**src/hw/rtl/mcsm_pkg.sv**
```systemverilog
// ----------------------------------------------------------------------------
// mcsm_pkg
// Shared types and constants of the motion command source multiplexer.
// ----------------------------------------------------------------------------
package mcsm_pkg;

    localparam int VelW    = 32;
    localparam int TimeW   = 32;
    localparam int NumSrc  = 4;
    localparam int NumAxes = 6;
    localparam int SrcW    = $clog2(NumSrc);

    localparam logic [TimeW-1:0] TimeoutReset = TimeW'(350);

    typedef logic [TimeW-1:0]              t_time;
    typedef logic [NumAxes-1:0][VelW-1:0]  t_vec;

    typedef enum logic [2:0] {
        OP_SAMPLE   = 3'd0,
        OP_MODE     = 3'd1,
        OP_RECOVERY = 3'd2,
        OP_SAFETY   = 3'd3,
        OP_PUBLISH  = 3'd4
    } t_opcode;

    typedef enum logic [2:0] {
        MODE_STOP     = 3'd0,
        MODE_MANUAL   = 3'd1,
        MODE_AUTO     = 3'd2,
        MODE_NAV      = 3'd3,
        MODE_RECOVERY = 3'd4
    } t_mode;

    typedef enum logic [2:0] {
        SRC_STOP     = 3'd0,
        SRC_SAFETY   = 3'd1,
        SRC_MANUAL   = 3'd2,
        SRC_AUTO     = 3'd3,
        SRC_NAV      = 3'd4,
        SRC_RECOVERY = 3'd5
    } t_source;

    typedef enum logic [2:0] {
        RSN_STOP_MODE    = 3'd0,
        RSN_SAFETY       = 3'd1,
        RSN_SELECTED     = 3'd2,
        RSN_STALE_ZERO   = 3'd3,
        RSN_STALE        = 3'd4,
        RSN_RECOVERY_OFF = 3'd5
    } t_reason;

    typedef enum logic [1:0] {
        REG_TIMEOUT           = 2'd0,
        REG_REPORT_STALE_ZERO = 2'd1,
        REG_SAFETY_ZERO       = 2'd2,
        REG_RECOVERY_ACT      = 2'd3
    } t_reg;

    localparam logic [SrcW-1:0] RecoverySrc = SrcW'(NumSrc - 1);

    typedef struct packed {
        t_time timeout_ms;
        logic  report_stale_zero;
        logic  safety_forces_zero;
        logic  recovery_needs_active;
    } t_cfg;

    typedef struct packed {
        logic [2:0]         opcode;
        t_time              time_now;
        logic [SrcW-1:0]    source_index;
        t_vec               vel;
        logic [NumAxes-1:0] nonfinite_mask;
        logic [2:0]         mode_value;
        logic               flag_value;
    } t_cmd;

    typedef struct packed {
        logic            sel_valid;
        logic [SrcW-1:0] sel_index;
        logic [2:0]      source_code;
        logic [2:0]      reason_code;
        logic            stale_flag;
    } t_decision;

    function automatic logic is_fresh(input logic seen, input t_time stamp,
                                      input t_time now, input t_time timeout);
        t_time age;
        age = now - stamp;
        return seen && ((timeout == '0) || (age <= timeout));
    endfunction

endpackage

```
**src/hw/rtl/mcsm_select.sv**
```systemverilog
// ----------------------------------------------------------------------------
// mcsm_select
// Publish decision: picks the source for the current mode and applies the
// safety, freshness and recovery-active rules.
// ----------------------------------------------------------------------------
module mcsm_select
    import mcsm_pkg::*;
(
    input  t_cfg                i_cfg,
    input  t_time               i_now,
    input  logic [2:0]          i_mode,
    input  logic [NumSrc-1:0]   i_seen,
    input  t_time [NumSrc-1:0]  i_stamp,
    input  logic                i_rec_flag,
    input  logic                i_rec_seen,
    input  t_time               i_rec_stamp,
    input  logic                i_saf_flag,
    input  logic                i_saf_seen,
    input  t_time               i_saf_stamp,
    output t_decision           o_dec
);

    logic            safety_hit;
    logic            mode_active;
    logic [SrcW-1:0] src;
    logic            allowed;
    logic            cmd_recent;

    always_comb begin
        safety_hit  = i_cfg.safety_forces_zero && i_saf_flag
                      && is_fresh(i_saf_seen, i_saf_stamp, i_now, i_cfg.timeout_ms);
        mode_active = (i_mode >= MODE_MANUAL) && (i_mode <= MODE_RECOVERY);
        src         = SrcW'(i_mode - 3'd1);
        allowed     = 1'b1;
        if (src == RecoverySrc && i_cfg.recovery_needs_active) begin
            allowed = i_rec_flag
                      && is_fresh(i_rec_seen, i_rec_stamp, i_now, i_cfg.timeout_ms);
        end
        cmd_recent = is_fresh(i_seen[src], i_stamp[src], i_now, i_cfg.timeout_ms);
    end

    always_comb begin
        o_dec = '0;
        o_dec.sel_index = src;
        priority if (safety_hit) begin
            o_dec.source_code = SRC_SAFETY;
            o_dec.reason_code = RSN_SAFETY;
        end else if (mode_active) begin
            o_dec.source_code = i_mode + 3'd1;
            priority if (!allowed) begin
                o_dec.reason_code = RSN_RECOVERY_OFF;
                o_dec.stale_flag  = 1'b1;
            end else if (cmd_recent) begin
                o_dec.reason_code = RSN_SELECTED;
                o_dec.sel_valid   = 1'b1;
            end else begin
                o_dec.reason_code = i_cfg.report_stale_zero ? RSN_STALE_ZERO : RSN_STALE;
                o_dec.stale_flag  = 1'b1;
            end
        end else begin
            o_dec.source_code = SRC_STOP;
            o_dec.reason_code = RSN_STOP_MODE;
        end
    end

endmodule

```
**config.mk**
```make
export PLATFORM = sky130hd
export DESIGN_NAME = mcsm_select
export DESIGN_NICKNAME = d
export VERILOG_FILES = /design/src/hw/rtl/mcsm_pkg.sv /design/src/hw/rtl/mcsm_select.sv
export SDC_FILE = /design/constraint.sdc
export NUM_CORES = 1
export LEC_CHECK = 0
export ABC_AREA = 0
export BUFFER_PORTS_ARGS = -buffer_cell sky130_fd_sc_hd__buf_2
export CAP_MARGIN = 20
export CELL_PAD_IN_SITES_DETAIL_PLACEMENT = 0
export CELL_PAD_IN_SITES_GLOBAL_PLACEMENT = 1
export CORE_ASPECT_RATIO = 1.75
export CORE_MARGIN = 5
export CORE_UTILIZATION = 40
export DETAILED_ROUTE_END_ITERATION = 10
export PLACE_DENSITY = 0.95
export SETUP_SLACK_MARGIN = 0.2
export SLEW_MARGIN = 20
export SYNTH_ARGS = -nofsm -noshare
export SYNTH_HDL_FRONTEND = slang
export SYNTH_SLANG_ARGS = --single-unit
```
**constraint.sdc**
```tcl
create_clock -name vclk -period 22.6
set_input_delay 5.65 -clock vclk [all_inputs]
set_output_delay 5.65 -clock vclk [all_outputs]
set_load 0.05 [all_outputs]
```
==> results of run 1 <==
==> area by class of cell <==
class                      count  area (µm²)  share of cell area (%)
tap                          248         310                    3.15
timing repair buffer         283        1420                    14.5
inverter                     146         548                    5.56
multi-input combinational    915        7570                    76.8
==> kinds of logic (layout without fill, tap and decap cells) <==
| group | after synthesis | count (layout) | synth area share, % |
|---|---|---|---|
| buf+inv | 163 | 429 | 7.51 |
| xor+xnor | 85 | 85 | 9.10 |
| fa+ha+maj | 195 | 195 | 30.1 |
| simple gates | 258 | 258 | 16.1 |
| mux | 34 | 34 | 9.20 |
| compound gates | 343 | 343 | 28.0 |
==> cells in the mapped netlist, drive strengths merged, types with 3 or more instances <==
master,count
a31o,4
o21ai,45
a211oi,9
and4,4
o21bai,9
ha,192
a21oi,100
a21boi,3
nand4,30
buf,3
nand2,40
a2111oi,6
o21a,26
o31a,3
clkbuf,14
nor3,18
nand2b,17
a21o,89
xnor2,62
o211ai,7
inv,146
or2,7
a31oi,11
nor2b,20
mux4,33
fa,3
o31ai,8
xor2,23
a2111o,3
nor2,69
and3,7
nor4,15
o221ai,3
nand3,22
==> power groups by stage <==
stage | Sequential, mW | Combinational (mW) | Clock, mW
2_1_floorplan | 0 | 0.268 | 0
3_3_place_gp | 0 | 0.360 | 0
3_5_place_dp | 0 | 0.368 | 0
4_1_cts | 0 | 0.370 | 0
5_1_grt | 0 | 0.415 | 0
6_report | 0 | 0.371 | 0
==> worst paths after layout <==
kind  startpoint       end  slack [ps]  cells after the start
max    i_mode[0]  o_dec[1]        4650                     25
min    i_mode[2]  o_dec[6]       11780                      4
==> metal layers <==
metal | GRT usage [%] | share of wire, % | vias up
met5 | 0 | 0 | -
met4 | 19.6 | 10 | 0
met3 | 2.15 | 4.9 | 95
met2 | 44.1 | 51 | 323
met1 | 24.5 | 34 | 4158
li1 | - | - | 4528
==> critical path: cells and delay by family <==
kind            cells  cell delay, ps
compound gates     10            2190
buf+inv             5            1420
mux                 1             380
simple gates        4            1080
fa+ha+maj           4            1390
xor+xnor            1             140
==> metrics by stage <==
| stage | cells | hold slack, ps | instance area (µm²) | setup WS (ps) |
|---|---|---|---|---|
| 2_1_floorplan | 1078 | 11580 | 8180 | 4260 |
| 3_3_place_gp | 1592 | 11780 | 9850 | 4890 |
| 3_5_place_dp | 1592 | 11780 | 9850 | 4710 |
| 4_1_cts | 1592 | 11780 | 9850 | 4680 |
| 5_1_grt | 1592 | 11820 | 9850 | 4150 |
| 6_report | 1592 | 11780 | 9850 | 4650 |
==> summary.txt, run 1 <==
CTS
  – Hold-fix buffers, CTS: 0
  – Resize count post-CTS: 0
  – Postcts setup bufs: 0

Global routing
  – GR Overflow Total: 0
  – Initial antenna violation count: 0
  – First-pass GRT wire length: 45,700 µm
  – GRT Util Overall: between 20% and 30%
  – Largest net degree at the start of global routing: 39
  – Vias in the first global route: 9,265

Timing
  – Final hold violation count: 0
  – Slew HR: 35.9%
  – F_max: 55.7 MHz
  – Max-slew violations: 0
  – Worst-Margin Slew: 953 ps
  – Fin Setup TNS: 0 ps
  – Final setup viols: 0
  – RSZ-0062 raised after global routing: false
  – Post-layout min period: about 18,000 ps
  – Final period util: 79.4%

Worst setup path
  – Slowest-stage cell, CP: buf_4
  – CP Launch Type: input pin
  – Setup CP Type: input pin to output port
  – WP data arrival: 12,300 ps
  – Worst-path fanout max: 38
  – CP Capture Type: output port
  – Crit path required time: 16,950 ps
  – Max incr delay on CP: approximately 520 ps
  – Most common cell on crit path: ha_1

Cells and area
  – Nets: 1,811
  – Most common cell after layout, fill and taps aside: buf_2
  – # fillers: 2,158
  – Share of cells above drive strength 1: 24.9%
  – Area Overhead vs Synth: 20.4%
  – Commonest cells after routing, fill and taps aside: buf_2, ha_1, inv_1
  – N_diodes: 0
  – Clock buffer count in the final layout: 0
  – Post-layout util: 48.8%
  – Register area: 0 µm²
  – Seq Cell Count: 0

Logic synthesis
  – Yosys Warn Count: 0
  – Area leader, netlist: ha_1
  – Seq/Total Area, Yosys: 0%
  – Yosys cell types: between 60 and 70
  – Synth top area share: 29.4%
  – Area contributors post-synth: ha_1, mux4_2, a21o_1
  – Cells after Synth: 1,078
  – Mapped Nets: 1,543
  – Syn avg cell area: approximately 7.6 µm²
  – Mapped Area: between 8000 and 9000 µm²

Min path
  – Hold Crit Class: input pin to output port

Die
  – Die height: 199 µm
  – Ports: 280
  – Initial core utilization: 40.5%
  – Die width: 118 µm
  – # rows: slightly below 70
  – Core area: around 20,000 µm²
  – Die ar.: 23,500 µm²

Detailed routing
  – Wirelength per Cell: between 15 and 20 µm
  – First DRT Iteration DRCs: 407
  – Remaining antenna violation count: 0
  – WL final: 30,400 µm
  – Vias: 9,104
  – Vias per cell: 5.72
  – DRT Pass-1 Iters: 5
  – Drt drc: 0

Place
  – Gp weighted congestion: 0.992
  – Port Buffer Count: 280
  – DPL Wire Length: approximately 28,000 µm

Power and ir drop
  – Clk network pwr share: 0%
  – Power share of the sequential group: 0%
  – Pwr dens: 37.6 nW/µm²
  – P_int: 0.167 mW
  – Max IR drop VDD: 15.3 µV
  – Final Power: 0.371 mW
  – Static leakage: 5.47 nW
  – NetSw: a little over 0.2 mW
  – Net Sw Frac: 55.0%
  – Comb pwr share: 100.0%

Flow run
  – # Max-Cap Violations: 0

Status
  – Outcome: complete, no violations
(Power assumes the default switching activity.)
==> inputs of run 2 (changes only) <==
CORE_UTILIZATION = 34   (was 40)
PLACE_DENSITY = 0.88   (was 0.95)
clock period = 15.6 ns   (was 22.6 ns; I/O delays follow)
==> run 2 against run 1 <==
Effect of this change:
- final area up 0.79%
- sequential share of layout area did not move
- non-clock buffer count is the same
- critical path depth down 1
- total power increased by 45%
- setup slack got worse by 2900 ps
- final cell count increased by 3.8%
- utilization decreased by 7.1 points
==> summary.txt, run 2 (synthesis gave the netlist of run 1 again) <==
Global routing
  – Initial antenna violation count: 1 (was 0)
  – GR Overflow Total: 0 (unchanged)
  – First-pass GRT wire length: 48,000 µm (was 45,700 µm)
  – GRT Util Overall: 22.0% (was 24.0%)
  – Vias in the first global route: 9,388 (was 9,265)
  – Largest net degree at the start of global routing: 38 (was 39)

Power and ir drop
  – Comb pwr share: 100.0% (about the same)
  – Final Power: 0.538 mW (was 0.371 mW)
  – Pwr dens: 54.2 nW/µm² (was 37.6 nW/µm²)
  – Net Sw Frac: 55.0% (about the same)
  – Clk network pwr share: 0% (about the same)
  – Static leakage: 5.47 nW (about the same)
  – Power share of the sequential group: 0% (about the same)
  – NetSw: 0.296 mW (was 0.204 mW)
  – Max IR drop VDD: 19.7 µV (was 15.3 µV)
  – P_int: 0.242 mW (was 0.167 mW)

Timing
  – Final setup viols: 0 (unchanged)
  – F_max: 72.3 MHz
  – Final hold violation count: 0 (unchanged)
  – Fin Setup TNS: 0 ps (unchanged)
  – RSZ-0062 raised after global routing: false (unchanged)
  – Slew HR: 41.3% (was 35.9%)
  – Max-slew violations: 0 (unchanged)
  – Worst-Margin Slew: 872 ps (was 953 ps)
  – Final period util: roughly nine tenths
  – Post-layout min period: between 10,000 and 15,000 ps

Detailed routing
  – First DRT Iteration DRCs: 402 (was 407)
  – Met2 wire length: 16,300 µm (was 15,400 µm)
  – DRT Pass-1 Iters: 5 (unchanged)
  – Vias: 9,036 (was 9,104)
  – Remaining antenna violation count: 0 (unchanged)
  – Routed met1 length: 11,400 µm (was 10,400 µm)
  – Drt drc: 0 (unchanged)
  – Highest routed layer: met4 (unchanged)
  – Vias per cell: 5.47 (was 5.72)
  – Wirelength per Cell: 19.2 µm (was 19.1 µm)
  – WL final: 31,700 µm (was 30,400 µm)
  – Routed met3 length: 1430 µm (was 1500 µm)

Flow run
  – # Max-Cap Violations: 0 (unchanged)

Die
  – Core area: 23,800 µm² (was 20,200 µm²)
  – Initial core utilization: 34.3% (was 40.5%)
  – Die width: 127 µm (was 118 µm)
  – Ports: 280 (unchanged)
  – Die height: 215 µm (was 199 µm)
  – Die ar.: 27,400 µm² (was 23,500 µm²)
  – # rows: 75 (was 69)

Worst setup path
  – CP Capture Type: output port (unchanged)
  – Setup CP Type: input pin to output port (unchanged)
  – Buf/Inv on CP: 5 (unchanged)
  – CP Launch Type: input pin (unchanged)
  – Crit path cell chain: buf_2 -> inv_1 -> ha_1 -> buf_4 -> mux4_2 -> inv_1 -> ha_1 -> nand2_1 -> or3_1 -> a211oi_2 -> o21ai_1 -> nor3_2 -> a2111oi_2 -> o311ai_1 -> a21oi_1 -> xnor2_1 -> ha_1 -> nand4_1 -> nor4_1 -> o21ai_0 -> a31oi_1 -> a21oi_1 -> o21ai_0 -> buf_2
  – Worst-path fanout max: 18 (was 38)
  – Family with the most delay on the worst path: compound AO/OA/AOI/OAI gates (unchanged)
  – Crit path required time: 11,700 ps (was 16,950 ps)
  – Worst setup path start: i_mode[1] (was i_mode[0])
  – WP data arrival: 9930 ps (was 12,300 ps)
  – Max incr delay on CP: 730 ps (was 520 ps)
  – Slowest-stage cell, CP: ha_1 (was buf_4)
  – Most common cell on crit path: ha_1 (unchanged)

Min path
  – Hold Crit Class: input pin to output port (unchanged)
  – Worst Hold Launch: i_mode[0] (was i_mode[2])

Cells and area
  – Nets: 1,811 (unchanged)
  – Register area: 0 µm² (unchanged)
  – Commonest cells after routing, fill and taps aside: buf_2, ha_1, inv_1 (unchanged)
  – Share of cells above drive strength 1: 24.9% (unchanged)
  – Clock buffer count in the final layout: 0 (unchanged)
  – Most common cell after layout, fill and taps aside: buf_2 (unchanged)
  – Seq Cell Count: 0 (unchanged)
  – # fillers: 2,606 (was 2,158)
  – Area Overhead vs Synth: 21.3% (was 20.4%)

CTS
  – Resize count post-CTS: 0 (unchanged)
  – Hold-fix buffers, CTS: 0 (unchanged)
  – Postcts setup bufs: 0 (unchanged)

Place
  – Gp weighted congestion: 0.985 (was 0.992)
  – DPL Wire Length: 29,200 µm (was 27,800 µm)
  – Port Buffer Count: 280 (unchanged)

Status
  – Outcome: complete, no violations (unchanged)
## run 2: per-stage QoR
step | cell area (µm²) | hold WS, ps | instances | util [%] | setup slack (ps)
2_1_floorplan | 8180 | 8080 | 1078 | - | 755
3_3_place_gp | 9930 | 8160 | 1652 | 41.6 | 1890
3_5_place_dp | 9930 | 8160 | 1652 | 41.6 | 1780
4_1_cts | 9930 | 8160 | 1652 | 41.6 | 1760
5_1_grt | 9930 | 8170 | 1652 | 41.6 | 1100
6_report | 9930 | 8160 | 1653 | 41.7 | 1770
## run 2: metal layers
metal / up-vias / track usage (%)
met3: 82 / 1.91
met1: 4135 / 22.8
met5: - / 0
li1: 4532 / -
met2: 287 / 41.7
met4: 0 / 13.4
## run 2: power groups by stage
| stage | clock [mW] | sequential [mW] | combinational [mW] |
|---|---|---|---|
| 5_1_grt | 0 | 0 | 0.603 |
| 4_1_cts | 0 | 0 | 0.539 |
| 2_1_floorplan | 0 | 0 | 0.388 |
| 3_3_place_gp | 0 | 0 | 0.526 |
| 6_report | 0.00000000857 | 0 | 0.538 |
| 3_5_place_dp | 0 | 0 | 0.536 |
## run 2: area by class of cell
cell class	instances	area, µm²	share of cell area, %
timing repair buffer	283	1420	14.3
antenna	1	2.50	0.0252
inverter	146	548	5.52
multi-input combinational	915	7570	76.2
tap	308	385	3.88
## run 2: final timing paths
check / to / cells past startpoint
max: o_dec[1] / 24
min: o_dec[7] / 3
==> inputs of run 3 (changes only) <==
CAP_MARGIN = default   (was 20)
CELL_PAD_IN_SITES_DETAIL_PLACEMENT = 1   (was 0)
==> run 3 against run 2 <==
Effect of this change:
- via count rose by 3.8%
- fmax fell by 1.1%
- die area did not move
- utilization barely moved
- setup slack got worse by 160 ps
- largest cell class unchanged
- final area barely moved
- critical path depth did not move
- hold slack improved by 11 ps
==> summary.txt, run 3 (synthesis gave the netlist of run 1 again) <==
Detailed routing
  – WL final: 34,600 µm (was 31,700 µm)
  – DRT Pass-1 Iters: 4 (was 5)
  – First DRT Iteration DRCs: 313 (was 402)
  – Wirelength per Cell: 20.9 µm (was 19.2 µm)
  – Vias: 9,377 (was 9,036)
  – Drt drc: 0 (unchanged)
  – Vias per cell: 5.68 (was 5.47)
  – Remaining antenna violation count: 0 (unchanged)

Timing
  – Max-slew violations: 0 (unchanged)
  – Final hold violation count: 0 (unchanged)
  – F_max: 71.5 MHz (was 72.3 MHz)
  – Worst-Margin Slew: 894 ps (was 872 ps)
  – RSZ-0062 raised after global routing: false (unchanged)
  – Final setup viols: 0 (unchanged)
  – Post-layout min period: 13,990 ps (was 13,830 ps)
  – Final period util: 89.7% (was 88.7%)
  – Slew HR: 39.9% (was 41.3%)
  – Fin Setup TNS: 0 ps (unchanged)
  – Hold Worst Slack: 8170 ps (was 8160 ps)

Power and ir drop
  – Power share of the sequential group: 0% (about the same)
  – Static leakage: 5.47 nW (about the same)
  – Clk network pwr share: 0% (about the same)
  – Net Sw Frac: 55.9% (was 55.0%)
  – Max IR drop VDD: 18.8 µV (was 19.7 µV)
  – Pwr dens: 55.8 nW/µm² (was 54.2 nW/µm²)
  – NetSw: 0.310 mW (was 0.296 mW)
  – P_int: 0.244 mW (was 0.242 mW)
  – Comb pwr share: 100.0% (about the same)

Cells and area
  – Commonest cells after routing, fill and taps aside: buf_2, ha_1, inv_1 (unchanged)
  – Most common cell after layout, fill and taps aside: buf_2 (unchanged)
  – # fillers: 3,163 (was 2,606)
  – Seq Cell Count: 0 (unchanged)
  – Post-layout util: 41.6% (was 41.7%)
  – Nets: 1,811 (unchanged)
  – Area of the multi-input gates: 7570 µm² (unchanged)
  – Share of cells above drive strength 1: 24.9% (unchanged)
  – Area Overhead vs Synth: 21.3% (about the same)
  – N_diodes: 0 (was 1)
  – Register area: 0 µm² (unchanged)
  – Clock buffer count in the final layout: 0 (unchanged)

Die
  – Core area: 23,800 µm² (unchanged)
  – # rows: 75 (unchanged)
  – Die ar.: 27,400 µm² (unchanged)
  – Ports: 280 (unchanged)
  – Die height: 215 µm (unchanged)
  – Initial core utilization: 34.3% (unchanged)
  – Die width: 127 µm (unchanged)

Global routing
  – First-pass GRT wire length: 52,300 µm (was 48,000 µm)
  – Vias in the first global route: 10,200 (was 9,388)
  – Initial antenna violation count: 1 (unchanged)
  – GR Overflow Total: 0 (unchanged)
  – GRT Util Overall: 23.9% (was 22.0%)
  – Largest net degree at the start of global routing: 38 (unchanged)

Worst setup path
  – WP data arrival: 10,090 ps (was 9930 ps)
  – Crit path cell chain: buf_2 -> inv_1 -> ha_1 -> buf_4 -> mux4_2 -> inv_1 -> ha_1 -> nand2_1 -> or3_1 -> a211oi_2 -> o21ai_1 -> nor3_2 -> a2111oi_2 -> o311ai_1 -> a21oi_1 -> xnor2_1 -> ha_1 -> nand4_1 -> nor4_1 -> o21ai_0 -> a31oi_1 -> a21oi_1 -> o21ai_0 -> buf_2 (unchanged)
  – Setup CP Type: input pin to output port (unchanged)
  – Max incr delay on CP: 750 ps (was 730 ps)
  – Slowest-stage cell, CP: ha_1 (unchanged)
  – CP Capture Type: output port (unchanged)
  – CP Launch Type: input pin (unchanged)
  – Worst-path fanout max: 18 (unchanged)
  – Most common cell on crit path: ha_1 (unchanged)
  – Crit path required time: 11,700 ps (about the same)

CTS
  – Hold-fix buffers, CTS: 0 (unchanged)
  – Resize count post-CTS: 0 (unchanged)
  – Postcts setup bufs: 0 (unchanged)

Place
  – Port Buffer Count: 280 (unchanged)
  – DPL Wire Length: 32,100 µm (was 29,200 µm)
  – Gp weighted congestion: 0.985 (unchanged)

Flow run
  – # Max-Cap Violations: 0 (unchanged)

Status
  – Outcome: complete, no violations (unchanged)

Min path
  – Hold Crit Class: input pin to output port (unchanged)
run 3: final timing paths:
check / start / to / slack [ps] / cells past startpoint
worst max-delay path: i_mode[1] / o_dec[1] / 1610 / 24
worst min-delay path: i_mode[0] / o_dec[7] / 8170 / 3
run 3: stage by stage:
stage	area, µm²	setup slack, ps	power (mW)	std cells
floorplan	8180	755	0.388	1078
global placement	9930	1890	0.526	1652
detailed placement	9930	1650	0.553	1652
CTS	9930	1610	0.556	1652
global route	9930	1180	0.614	1652
finish	9930	1610	0.554	1652
run 3: worst max-delay path: cells and delay by family:
| family | cells | cell delay (ps) |
|---|---|---|
| buf+inv | 5 | 930 |
| simple gates | 5 | 1410 |
| xor+xnor | 1 | 140 |
| compound gates | 9 | 2040 |
| fa+ha+maj | 3 | 1420 |
| mux | 1 | 240 |
run 3: per-layer routing:
metal  wire [µm]  GRT usage, %  vias up
met3        1460          1.94      119
met4        3670          20.1        0
met5           0             0        -
met1       11800          23.4     4450
li1            -             -     4519
met2       17700          44.3      289
run 3: layout make-up:
class / instances / area share (%)
Multi-Input combinational cell: 915 / 76.3
Timing Repair Buffer: 283 / 14.3
Inverter: 146 / 5.52
Tap cell: 308 / 3.88
run 3: power groups by stage:
stage | registers, mW | logic [mW] | clock network, mW
detailed placement | 0 | 0.553 | 0
finish | 0 | 0.554 | 0
global route | 0 | 0.614 | 0
global placement | 0 | 0.526 | 0
CTS | 0 | 0.556 | 0
floorplan | 0 | 0.388 | 0
